--- config.mk ---
export PLATFORM = sky130hd
export DESIGN_NAME = mic_sample_conditioning_top
export DESIGN_NICKNAME = d
export VERILOG_FILES = /design/src/rtl/msc_pkg.sv /design/src/rtl/msc_hpf.sv /design/src/rtl/msc_blk.sv /design/src/rtl/mic_sample_conditioning_top.sv
export SDC_FILE = /design/constraint.sdc
export NUM_CORES = 1
export LEC_CHECK = 0
export BUFFER_PORTS_ARGS = -buffer_cell sky130_fd_sc_hd__buf_4
export CAP_MARGIN = 20
export CORE_ASPECT_RATIO = 0.7
export CORE_UTILIZATION = 60
export DETAILED_ROUTE_END_ITERATION = 8
export GPL_TIMING_DRIVEN = 0
export HOLD_SLACK_MARGIN = 0.03
export PLACE_DENSITY = 0.78
export SLEW_MARGIN = 20
export SYNTH_ARGS = -nofsm -noshare
export SYNTH_HDL_FRONTEND = slang
export SYNTH_SLANG_ARGS = --single-unit
--- constraint.sdc ---
create_clock -name clk -period 12.3 [get_ports clk]
set_input_delay 0.615 -clock clk [delete_from_list [all_inputs] [get_ports clk]]
set_output_delay 0.615 -clock clk [all_outputs]
set_load 0.005 [all_outputs]
--- src/rtl/msc_pkg.sv ---
// shared types and constants for the mic sample conditioning block
// no dependencies; used by msc_hpf, msc_blk and mic_sample_conditioning_top
`timescale 1ns / 1ps

package msc_pkg;

    // sample and register widths
    localparam int SAMPLE_W  = 16;
    localparam int COEFF_W   = 15;
    localparam int WARMUP_W  = 16;
    localparam int GAIN_W    = 4;
    localparam int CFG_DATA_W = 16;
    localparam int CFG_IDX_W  = 2;
    localparam int BYTE_W    = 8;

    // i2s word layout: sample sits in bits 29..14
    localparam int I2S_W      = 32;
    localparam int I2S_LSB    = 14;

    // block length is a power of two so the average is a plain shift
    localparam int BLOCK_LOG2 = 7;
    localparam int BLOCK_LEN  = 1 << BLOCK_LOG2;
    localparam int SUM_W      = BLOCK_LOG2 + SAMPLE_W;

    // reset values of the configuration registers
    localparam logic [COEFF_W-1:0]  HPF_COEFF_RST = 15'd32604;
    localparam logic [WARMUP_W-1:0] WARMUP_RST    = 16'd10000;
    localparam logic [GAIN_W-1:0]   GAIN_RST      = 4'd4;

    // register index codes
    localparam logic [CFG_IDX_W-1:0] CFG_HPF_COEFF = 2'd0;
    localparam logic [CFG_IDX_W-1:0] CFG_WARMUP    = 2'd1;
    localparam logic [CFG_IDX_W-1:0] CFG_GAIN      = 2'd2;

    // saturation limits of the filter output
    localparam logic signed [SAMPLE_W-1:0] SAT_MAX = 16'sh7fff;
    localparam logic signed [SAMPLE_W-1:0] SAT_MIN = 16'sh8000;

    // rounding bias for the q15 feedback product (1 << 14)
    localparam logic signed [31:0] FB_ROUND = 32'sd16384;

    typedef struct packed {
        logic [COEFF_W-1:0]  hpf_coeff;
        logic [WARMUP_W-1:0] warmup_samples;
        logic [GAIN_W-1:0]   gain;
    } cfg_t;

endpackage

--- src/rtl/msc_hpf.sv ---
// input register and dc-blocking high-pass filter stage with warm-up drop
// depends on msc_pkg
`timescale 1ns / 1ps

module msc_hpf (
    input  logic                                  clk,
    input  logic                                  rst_n,
    input  logic                                  in_valid,
    output logic                                  in_ready,
    input  logic signed [msc_pkg::I2S_W-1:0]      i2s_word,
    input  msc_pkg::cfg_t                         cfg,
    output logic                                  y_valid,
    input  logic                                  y_ready,
    output logic signed [msc_pkg::SAMPLE_W-1:0]   y
);

    logic                                 x_valid_reg;
    logic signed [msc_pkg::SAMPLE_W-1:0]  x_reg;
    logic signed [msc_pkg::SAMPLE_W-1:0]  prev_in_reg;
    logic signed [msc_pkg::SAMPLE_W-1:0]  prev_out_reg;
    logic [msc_pkg::WARMUP_W-1:0]         warmup_count_reg;
    logic [msc_pkg::WARMUP_W-1:0]         warmup_count_next;
    logic                                 y_valid_reg;
    logic signed [msc_pkg::SAMPLE_W-1:0]  y_reg;

    logic                                 filt_ready;
    logic                                 filt_fire;
    logic                                 keep;
    logic signed [31:0]                   fb_prod;
    logic signed [31:0]                   fb_shift;
    logic signed [18:0]                   raw_sum;
    logic signed [msc_pkg::SAMPLE_W-1:0]  y_new;

    assign filt_ready = !y_valid_reg || y_ready;
    assign filt_fire  = x_valid_reg && filt_ready;
    assign in_ready   = !x_valid_reg || filt_ready;
    assign keep       = warmup_count_reg >= cfg.warmup_samples;

    // y = x - x_prev + round(coeff * y_prev / 2^15), saturated
    always_comb
    begin
        fb_prod  = $signed({1'b0, cfg.hpf_coeff}) * prev_out_reg;
        fb_shift = (fb_prod + msc_pkg::FB_ROUND) >>> 15;
        raw_sum  = 19'(x_reg) - 19'(prev_in_reg) + 19'($signed(fb_shift[16:0]));
        if (raw_sum > 19'(msc_pkg::SAT_MAX))
            y_new = msc_pkg::SAT_MAX;
        else if (raw_sum < 19'(msc_pkg::SAT_MIN))
            y_new = msc_pkg::SAT_MIN;
        else
            y_new = raw_sum[msc_pkg::SAMPLE_W-1:0];
    end

    assign warmup_count_next = (filt_fire && !keep) ? warmup_count_reg + 1'b1
                                                    : warmup_count_reg;

    always_ff @(posedge clk or negedge rst_n)
    begin
        if (!rst_n)
        begin
            x_valid_reg      <= 1'b0;
            y_valid_reg      <= 1'b0;
            prev_in_reg      <= '0;
            prev_out_reg     <= '0;
            warmup_count_reg <= '0;
        end
        else
        begin
            if (in_ready)
                x_valid_reg <= in_valid;
            if (filt_ready)
                y_valid_reg <= filt_fire && keep;
            if (filt_fire)
            begin
                prev_in_reg  <= x_reg;
                prev_out_reg <= y_new;
            end
            warmup_count_reg <= warmup_count_next;
        end
    end

    always_ff @(posedge clk)
    begin
        if (in_valid && in_ready)
            x_reg <= i2s_word[msc_pkg::I2S_LSB+msc_pkg::SAMPLE_W-1:msc_pkg::I2S_LSB];
        if (filt_fire && keep)
            y_reg <= y_new;
    end

    assign y_valid = y_valid_reg;
    assign y       = y_reg;

endmodule

--- src/rtl/msc_blk.sv ---
// output scaling, block absolute-level accumulator and result register
// depends on msc_pkg
`timescale 1ns / 1ps

module msc_blk (
    input  logic                                 clk,
    input  logic                                 rst_n,
    input  logic                                 y_valid,
    output logic                                 y_ready,
    input  logic signed [msc_pkg::SAMPLE_W-1:0]  y,
    input  logic [msc_pkg::GAIN_W-1:0]           gain,
    output logic                                 out_valid,
    input  logic                                 out_ready,
    output logic [msc_pkg::BYTE_W-1:0]           sample_byte,
    output logic                                 block_end,
    output logic [msc_pkg::SAMPLE_W-1:0]         block_average
);

    localparam logic [msc_pkg::BLOCK_LOG2-1:0] POS_LAST =
        msc_pkg::BLOCK_LOG2'(msc_pkg::BLOCK_LEN - 1);

    logic                                 out_valid_reg;
    logic [msc_pkg::BYTE_W-1:0]           byte_reg;
    logic                                 block_end_reg;
    logic [msc_pkg::SAMPLE_W-1:0]         avg_reg;
    logic [msc_pkg::BLOCK_LOG2-1:0]       pos_reg;
    logic [msc_pkg::SUM_W-1:0]            sum_reg;

    logic                                 fire;
    logic                                 last;
    logic signed [20:0]                   scaled;
    logic signed [20:0]                   biased;
    logic [msc_pkg::SAMPLE_W-1:0]         mag;
    logic [msc_pkg::SUM_W-1:0]            total;

    assign y_ready = !out_valid_reg || out_ready;
    assign fire    = y_valid && y_ready;
    assign last    = pos_reg == POS_LAST;

    always_comb
    begin
        scaled = y * $signed({1'b0, gain});
        // truncate toward zero: bias negatives by 255 before the shift
        biased = scaled + (scaled[20] ? 21'sd255 : 21'sd0);
        mag    = y[msc_pkg::SAMPLE_W-1] ? (~y + 1'b1) : y;
        total  = sum_reg + msc_pkg::SUM_W'(mag);
    end

    always_ff @(posedge clk or negedge rst_n)
    begin
        if (!rst_n)
        begin
            out_valid_reg <= 1'b0;
            pos_reg       <= '0;
            sum_reg       <= '0;
        end
        else
        begin
            if (y_ready)
                out_valid_reg <= y_valid;
            if (fire)
            begin
                pos_reg <= pos_reg + 1'b1;
                sum_reg <= last ? '0 : total;
            end
        end
    end

    always_ff @(posedge clk)
    begin
        if (fire)
        begin
            byte_reg      <= biased[msc_pkg::BYTE_W+7:8];
            block_end_reg <= last;
            avg_reg       <= last ? total[msc_pkg::SUM_W-1 -: msc_pkg::SAMPLE_W] : '0;
        end
    end

    assign out_valid     = out_valid_reg;
    assign sample_byte   = byte_reg;
    assign block_end     = block_end_reg;
    assign block_average = avg_reg;

    a_avg_zero_mid_block: assert property (@(posedge clk) disable iff (!rst_n)
        out_valid_reg && !block_end_reg |-> avg_reg == '0)
        else $error("block average nonzero outside block end");

    a_request_lands: assert property (@(posedge clk) disable iff (!rst_n)
        fire |=> out_valid_reg)
        else $error("accepted sample did not reach the result register");

    a_block_end_on_last: assert property (@(posedge clk) disable iff (!rst_n)
        fire && last |=> block_end_reg && pos_reg == '0 && sum_reg == '0)
        else $error("block did not close on its last sample");

    a_mid_block_flag: assert property (@(posedge clk) disable iff (!rst_n)
        fire && !last |=> !block_end_reg && pos_reg == $past(pos_reg) + 1'b1)
        else $error("block position did not advance");

endmodule

--- src/rtl/mic_sample_conditioning_top.sv ---
// mic sample conditioning block: dc-blocking high-pass, warm-up drop, output
// byte scaling and per-block mean absolute level
// depends on msc_pkg, msc_hpf, msc_blk
//
// usage
//   input request: in_valid/in_ready with one 32-bit i2s word; the sample is
//   taken from bits 29..14. output request: out_valid/out_ready with
//   sample_byte, block_end and block_average (nonzero only when block_end).
//   configuration: cfg_write with cfg_index/cfg_data, taken at the clock edge;
//   index 0 hpf coefficient, 1 warm-up sample count, 2 gain, 3 ignored.
//   write configuration only while no sample is in flight.
// timing
//   three register stages: input register, filter register, result register.
//   kept samples pass input, filter, result register in turn. one sample per
//   cycle holds while out_ready is high; feedback multiply is in filter stage.
//   samples dropped during warm-up advance the filter but give no result.
// reset
//   filter history, warm-up count and block sum clear; registers take their
//   default values. when out_ready is low the stages fill one by one and
//   in_ready drops only once all three hold a sample.
`timescale 1ns / 1ps

module mic_sample_conditioning_top (
    input  logic                                    clk,
    input  logic                                    rst_n,
    input  logic                                    in_valid,
    output logic                                    in_ready,
    input  logic signed [msc_pkg::I2S_W-1:0]        i2s_word,
    output logic                                    out_valid,
    input  logic                                    out_ready,
    output logic [msc_pkg::BYTE_W-1:0]              sample_byte,
    output logic                                    block_end,
    output logic [msc_pkg::SAMPLE_W-1:0]            block_average,
    input  logic                                    cfg_write,
    input  logic [msc_pkg::CFG_IDX_W-1:0]           cfg_index,
    input  logic [msc_pkg::CFG_DATA_W-1:0]          cfg_data
);

    msc_pkg::cfg_t                        cfg_reg;
    logic                                 y_valid;
    logic                                 y_ready;
    logic signed [msc_pkg::SAMPLE_W-1:0]  y;

    always_ff @(posedge clk or negedge rst_n)
    begin
        if (!rst_n)
        begin
            cfg_reg.hpf_coeff      <= msc_pkg::HPF_COEFF_RST;
            cfg_reg.warmup_samples <= msc_pkg::WARMUP_RST;
            cfg_reg.gain           <= msc_pkg::GAIN_RST;
        end
        else if (cfg_write)
        begin
            case (cfg_index)
                msc_pkg::CFG_HPF_COEFF:
                    cfg_reg.hpf_coeff <= cfg_data[msc_pkg::COEFF_W-1:0];
                msc_pkg::CFG_WARMUP:
                    cfg_reg.warmup_samples <= cfg_data[msc_pkg::WARMUP_W-1:0];
                msc_pkg::CFG_GAIN:
                    cfg_reg.gain <= cfg_data[msc_pkg::GAIN_W-1:0];
                default:
                    ;
            endcase
        end
    end

    msc_hpf u_hpf (
        .clk      (clk),
        .rst_n    (rst_n),
        .in_valid (in_valid),
        .in_ready (in_ready),
        .i2s_word (i2s_word),
        .cfg      (cfg_reg),
        .y_valid  (y_valid),
        .y_ready  (y_ready),
        .y        (y)
    );

    msc_blk u_blk (
        .clk           (clk),
        .rst_n         (rst_n),
        .y_valid       (y_valid),
        .y_ready       (y_ready),
        .y             (y),
        .gain          (cfg_reg.gain),
        .out_valid     (out_valid),
        .out_ready     (out_ready),
        .sample_byte   (sample_byte),
        .block_end     (block_end),
        .block_average (block_average)
    );

endmodule
After elaboration in Yosys (flattened, before gate mapping)

Cells that the tools add are included.

Register bits: 173
Memories kept: 0
Bits in read-only memories: 0
Output and inout bits: 27
Latch bits: 0
Memory bits (writable): 0

Equal/unequal tests: 3
Add/subtract/negate cells: 8
Divide/modulo/power cells: 0
Order comparisons: 3
$mul: 2
Shift operators: 0
Reduce and logical (&&, ||, !) cells: 16
Bitwise operators: 1
Multiplexer cells: 5

Operators by type and width:

| operator                                                                | count |
|---|---|
| 16-bit 2-to-1 mux                                                       | 3 |
| 16-bit by 1-bit adder with 16-bit output (second input constant)        | 2 |
| 32-bit by 16-bit adder with 32-bit output (second input constant)       | 1 |
| 16-bit by 16-bit multiplier with 32-bit output                          | 1 |
| 23-bit by 16-bit adder with 23-bit output                               | 1 |
| 23-bit 2-to-1 mux                                                       | 1 |
| 16-bit by 5-bit multiplier with 21-bit output                           | 1 |
| 19-bit by 16-bit > comparator with 1-bit output (second input constant) | 1 |
| 19-bit by 16-bit < comparator with 1-bit output (second input constant) | 1 |
| 17-bit by 17-bit adder with 18-bit output                               | 1 |
| 16-bit by 16-bit subtractor with 17-bit output                          | 1 |
| 16-bit adder                                                            | 1 |
| 16-bit >= comparator                                                    | 1 |
| 16-bit inverter                                                         | 1 |
| 8-bit 2-to-1 mux                                                        | 1 |
| 7-bit by 1-bit adder with 7-bit output (second input constant)          | 1 |
| 7-bit equality test (second input constant)                             | 1 |
| 2-bit AND reduction                                                     | 3 |
| 1-bit logical AND                                                       | 5 |
| 1-bit logical NOT                                                       | 4 |
| 1-bit logical OR                                                        | 3 |
| 2-bit by 1-bit equality test with 1-bit output (second input constant)  | 1 |
| 2-bit equality test (second input constant)                             | 1 |
| 2-bit logical NOT                                                       | 1 |

Longest topological paths before layout

Word-level depth: 6
Mapped depth: 35
Depth with buffers taken out: 33

By module

Synthesis repeated with hierarchy kept, for this count alone.

Cells, all modules: 2096
Area total of the unflattened synthesis: 20090.5 um^2

Modules (own cells, without submodules):

| module                      | area an instance (um^2) | instances | cells an instance |
|---|---|---|---|
| msc_hpf                     | 12779.8                 | 1         | 1366 |
| msc_blk                     | 5954.5                  | 1         | 655 |
| mic_sample_conditioning_top | 1356.3                  | 1         | 75 |

Worst setup path after synthesis

Ideal clock, no wire load.

Path type: register to register
Start: register cfg_reg[24] (netlist bit)
End: register u_hpf.y_reg, in the netlist u_hpf.y[12], data pin
Required time: 12.039 ns
Cell stages (with the launch flop): 34
Path buffers: 3
Arrival: 8.720 ns
Setup slack: 3.319 ns
Period minus slack after synthesis: 8.981 ns
Cell sequence: dfstp_2 -> clkbuf_1 -> nand2_1 -> fa_1 -> inv_1 -> fa_1 -> inv_1 -> fa_1 -> inv_1 -> fa_1 -> fa_1 -> fa_1 -> ha_1 -> a21o_1 -> a21oi_1 -> nor4b_1 -> a211oi_1 -> o31ai_2 -> a21oi_1 -> a21o_1 -> a21oi_1 -> xnor2_1 -> fa_1 -> ha_1 -> nand3_1 -> nand2b_1 -> nand4bb_1 -> a21boi_1 -> o221ai_1 -> xnor2_2 -> a211oi_4 -> buf_6 -> buf_8 -> o21ai_1

Longest elaborated chain between the ends: 6
Elaborated cells between the ends (all ways): 7
Classes of those cells: add/sub (2); mul (1); order compare (2); mux (2)

Ends and longest elaborated chain:

| item                                               | line                              | text |
|---|---|---|
| from (decl)                                        | mic_sample_conditioning_top.sv:39 | `msc_pkg::cfg_t cfg_reg;` |
| 16-bit by 16-bit multiplier with 32-bit output (*) | msc_hpf.sv:42                     | `fb_prod = $signed({1'b0, cfg.hpf_coeff}) * prev_out_reg;` |
| 32-bit by 16-bit adder with 32-bit output (*)      | msc_hpf.sv:43                     | `fb_shift = (fb_prod + msc_pkg::FB_ROUND) >>> 15;` |
| 17-bit by 17-bit adder with 18-bit output (*)      | msc_hpf.sv:44                     | `raw_sum = 19'(x_reg) - 19'(prev_in_reg) + 19'($signed(fb_shift[16:0]));` |
| 19-bit by 16-bit < comparator with 1-bit output    | msc_hpf.sv:47                     | `else if (raw_sum < 19'(msc_pkg::SAT_MIN))` |
| 16-bit 2-to-1 mux                                  | msc_hpf.sv:47                     |  |
| 16-bit 2-to-1 mux (*)                              | msc_hpf.sv:45                     | `if (raw_sum > 19'(msc_pkg::SAT_MAX))` |
| net u_hpf.y_new (one bit)                          | msc_hpf.sv:32                     | `logic signed [msc_pkg::SAMPLE_W-1:0] y_new;` |
| to (signal assigned)                               | msc_hpf.sv:86                     | `y_reg <= y_new;` |
| to (decl)                                          | msc_hpf.sv:24                     | `logic signed [msc_pkg::SAMPLE_W-1:0] y_reg;` |

The timed path passes the listed nets; every way through them passes the cells marked *.
A chain may end at the register's enable or synchronous reset.

Final worst setup path

Start: register cfg_reg[29] (netlist bit)
End: register u_hpf.y_reg, in the netlist u_hpf.y[7], data pin

Same word-level chain as after synthesis.

==> flow_summary.rst <==
.. list-table::
   :header-rows: 1

   * - Metric
     - Value
   * - Largest family of logic cells by synthesized area
     - adder cells
   * - Post-synthesis instance area
     - 19,700 um2
   * - Diode insertion count for antenna repair
     - 0
   * - Total gr overflow
     - 0
   * - Overall track demand over capacity in global routing
     - 0.296
   * - Max transition margin
     - 0.367
   * - Post-cts repair resize count
     - 0
   * - CP startpoint kind
     - flop
   * - DIE AREA
     - 33,600 um2
   * - Number of hold-repair buffers added at the cts stage
     - 0
   * - Maximum clock rate
     - between 90 and 100 MHz
   * - Clock-pin slew on the worst setup and hold paths
     - 0.07 ns
   * - Clock latency at the later pin of the worst-skew pair
     - 0.45 ns
   * - Post-DR wirelength/cell
     - 18.2 um
   * - Synth Area in Adders
     - 0.371
   * - Required time of the worst setup path
     - ~12 ns
   * - Largest buffer count on any clock path
     - 2
   * - Antenna violations before repair
     - 0
   * - Maximum number of pins on one net before global-route repair
     - 78
   * - Number of DRC violations after detailed-routing iteration 0
     - 1,220
   * - Fillers
     - 2,524
   * - Number of setup buffers added after CTS
     - 0
   * - Seq/Total Area, Yosys
     - 0.235
   * - Setup total negative slack
     - 0 ns
   * - Data arrival at the endpoint of the critical path
     - ~11 ns
   * - Pins Over Slew Limit
     - 0
   * - Largest register FFs
     - 35
   * - Most prevalent standard cell on the critical path
     - sky130_fd_sc_hd__fa_1
   * - Global placement routability congestion
     - 0.940
   * - Worst-case clock skew
     - 0.0105 ns
   * - Number of enable-type register cells in the synthesized netlist
     - 57
   * - First-pass DRT Iterations
     - 5
   * - Total wire length after detailed routing
     - 47.1 mm
   * - Starting utilization of the core area
     - 0.610
   * - Cell with the largest stage delay on the worst path
     - sky130_fd_sc_hd__dfstp_2
   * - Type of the setup path with the least slack
     - reg -> reg
   * - Area of the placeable core
     - 32,300 um2
   * - Most used DFF post-synth
     - sky130_fd_sc_hd__dfrtp_1
   * - Number of routed nets with antenna violations
     - 0
   * - Number of buffers added by the clock tree synthesis step
     - 17
   * - Number of nets in the synthesized netlist
     - 2,558
   * - Global-route wire length before repair
     - 77.2 mm
   * - Status
     - finished, final reports clean
   * - Average vias per placed instance
     - 5.69
   * - Clock period minus final worst setup slack
     - roughly 11 ns
   * - Area fraction of the dominant cell type after synthesis
     - 0.234
   * - Post-synthesis to final-layout area growth
     - 8.27%
   * - DRC
     - 0
   * - Async SR Flop Fraction
     - 0.671
   * - Ratio of cells with drive above 1 in the final layout
     - 0.0836
   * - Buf+Inv Stages, Crit Path
     - 6
   * - Tcrit/Tclk final
     - 0.879
   * - Worst-Margin Slew
     - ~0.95 ns
   * - Main area contributors after synthesis
     - sky130_fd_sc_hd__fa_1, sky130_fd_sc_hd__ha_1, sky130_fd_sc_hd__dfrtp_1, sky130_fd_sc_hd__edfxtp_1, sky130_fd_sc_hd__inv_1
   * - Area of combinational cells with multiple inputs
     - around 13,000 um2
   * - # IOs
     - 82
   * - Number of register bits inferred by synthesis
     - 173
   * - Max incr delay on CP
     - about 0.72 ns
   * - FF/Latch Area
     - 4640 um2
   * - Number of maximum-capacitance violations
     - 0
   * - Fin. Hold Viols
     - 0
   * - Number of global-route vias before repair
     - 14,759
   * - Number of setup violations in the final report
     - 0
   * - Number of instances in the synthesized netlist
     - 2,056
   * - CTS root buffer
     - sky130_fd_sc_hd__clkbuf_16
   * - Die boundary width
     - 219 um
   * - Type of element capturing the critical path
     - flop
   * - Detailed Place HPWL
     - 37.9 mm
   * - # H-tree levels
     - 4
   * - Number of warnings printed during yosys synthesis
     - 0
   * - Post-Synth Simple-Gate Area
     - 0.152
   * - TritonCTS clock tree
     - built
   * - Multiplexer area fraction after synthesis
     - 0.0205
   * - Largest fanout on the critical path
     - 10
   * - Standard-cell rows
     - between 50 and 60
   * - Distinct cells, synth
     - 74
   * - # nets final
     - 2,643
   * - Top cell type by total area after synthesis
     - sky130_fd_sc_hd__fa_1
   * - Post-synthesis share of cell area spent on xor and xnor gates
     - 0.0439
   * - Mean area per synthesized cell
     - approximately 9.6 um2
   * - Sinks on Clock Net
     - 173
   * - Via total after detailed routing
     - 14,686
   * - Die Span Y
     - about 150 um
   * - Setup repair after global routing missed its margin
     - no
   * - Cell class contributing the biggest share of worst-path delay
     - adder cells
   * - Complex-gate fraction of the synthesized area
     - 0.0954
   * - Hold/Removal Path Class
     - in -> async
   * - Count of buffers inserted at the top-level ports
     - 65
==> metal layers <==
| metal | GRT usage | wire length, um | vias to the layer above | share of wire |
|---|---|---|---|---|
| met5 | 0.0130 | 58 | - | 0.0012 |
| li1 | - | - | 6818 | - |
| met2 | 0.430 | 20000 | 546 | 0.43 |
| met1 | 0.442 | 21700 | 7266 | 0.46 |
| met3 | 0.0807 | 4440 | 54 | 0.094 |
| met4 | 0.0608 | 788 | 2 | 0.017 |
==> Yosys cell counts (all sizes together) (29+ instances only) <==
cell / count
nor2: 64
a21o: 29
xnor2: 58
edfxtp: 57
clkbuf: 56
a21oi: 63
ha: 216
nand3: 32
o21ai: 94
mux2: 36
fa: 231
and2: 161
xor2: 40
nand2: 233
dfrtp: 99
inv: 354
==> area by class of cell <==
| class | instances | share of cell area |
|---|---|---|
| Multi-Input combinational cell | 1463 | 0.632 |
| Sequential cell | 173 | 0.217 |
| Clock buffer | 22 | 0.0232 |
| Inverter | 355 | 0.0624 |
| Tap cell | 427 | 0.0250 |
| Clock inverter | 10 | 0.00351 |
| Timing Repair Buffer | 66 | 0.0243 |
| Buffer | 65 | 0.0128 |
==> layout by cell type, fill, tap and decap left out, types with 20 or more instances in the layout <==
| master | count |
|---|---|
| sky130_fd_sc_hd__a21oi_1 | 63 |
| sky130_fd_sc_hd__xnor2_1 | 57 |
| sky130_fd_sc_hd__dfrtp_1 | 99 |
| sky130_fd_sc_hd__nand2_1 | 233 |
| sky130_fd_sc_hd__o21ai_0 | 67 |
| sky130_fd_sc_hd__nand2b_1 | 24 |
| sky130_fd_sc_hd__edfxtp_1 | 57 |
| sky130_fd_sc_hd__xor2_1 | 40 |
| sky130_fd_sc_hd__clkbuf_1 | 57 |
| sky130_fd_sc_hd__mux2_2 | 36 |
| sky130_fd_sc_hd__ha_1 | 216 |
| sky130_fd_sc_hd__nor3_1 | 20 |
| sky130_fd_sc_hd__inv_1 | 353 |
| sky130_fd_sc_hd__buf_4 | 64 |
| sky130_fd_sc_hd__nand3_1 | 32 |
| sky130_fd_sc_hd__nor2_1 | 63 |
| sky130_fd_sc_hd__fa_1 | 231 |
| sky130_fd_sc_hd__o21ai_1 | 26 |
| sky130_fd_sc_hd__a21o_1 | 29 |
| sky130_fd_sc_hd__and2_1 | 160 |
==> through the flow <==
stage | hold slack, ns | instances | instance area [um2] | util | setup slack [ns]
after floorplan | 0.319 | 2056 | 19700 | - | 3.32
after global placement | 0.459 | 2548 | 20800 | 0.642 | 1.75
after detailed placement | 0.462 | 2549 | 20800 | 0.643 | 1.59
after CTS | 0.0861 | 2581 | 21400 | 0.660 | 1.54
after global routing | 0.0960 | 2581 | 21400 | 0.660 | 0.908
final | 0.0698 | 2581 | 21400 | 0.660 | 1.49
==> path summary, 6_finish.rpt <==
kind | startpoint | cells past startpoint | slack (ns) | endpoint
hold / removal | rst_n | 1 | 0.07 | u_hpf.warmup_count_reg[13]
setup reg to reg | cfg_reg[29] | 33 | 1.49 | u_hpf.y[7]
max in group asynchronous | rst_n | 2 | 11.46 | u_hpf.prev_in_reg[5]
hold reg to reg | u_blk.pos_reg[5] | 1 | 0.47 | u_blk.pos_reg[5]
min in group clk | i2s_word[20] | 1 | 0.34 | u_hpf.x_reg[6]
setup / recovery | cfg_reg[29] | 33 | 1.49 | u_hpf.y[7]
==> logic make-up (layout without fill, tap and decap cells) <==
group	after synthesis	after routing
multiplexers	36	36
adder cells (fa/ha/maj)	447	447
AND/OR/NAND/NOR	603	603
XOR/XNOR	98	98
AO/OA/AOI/OAI	279	279
buffers and inverters	420	518
flip-flops	173	173
Power is not shown: default switching activity piles up to over one toggle a cycle in this logic, so the estimate is an artifact.
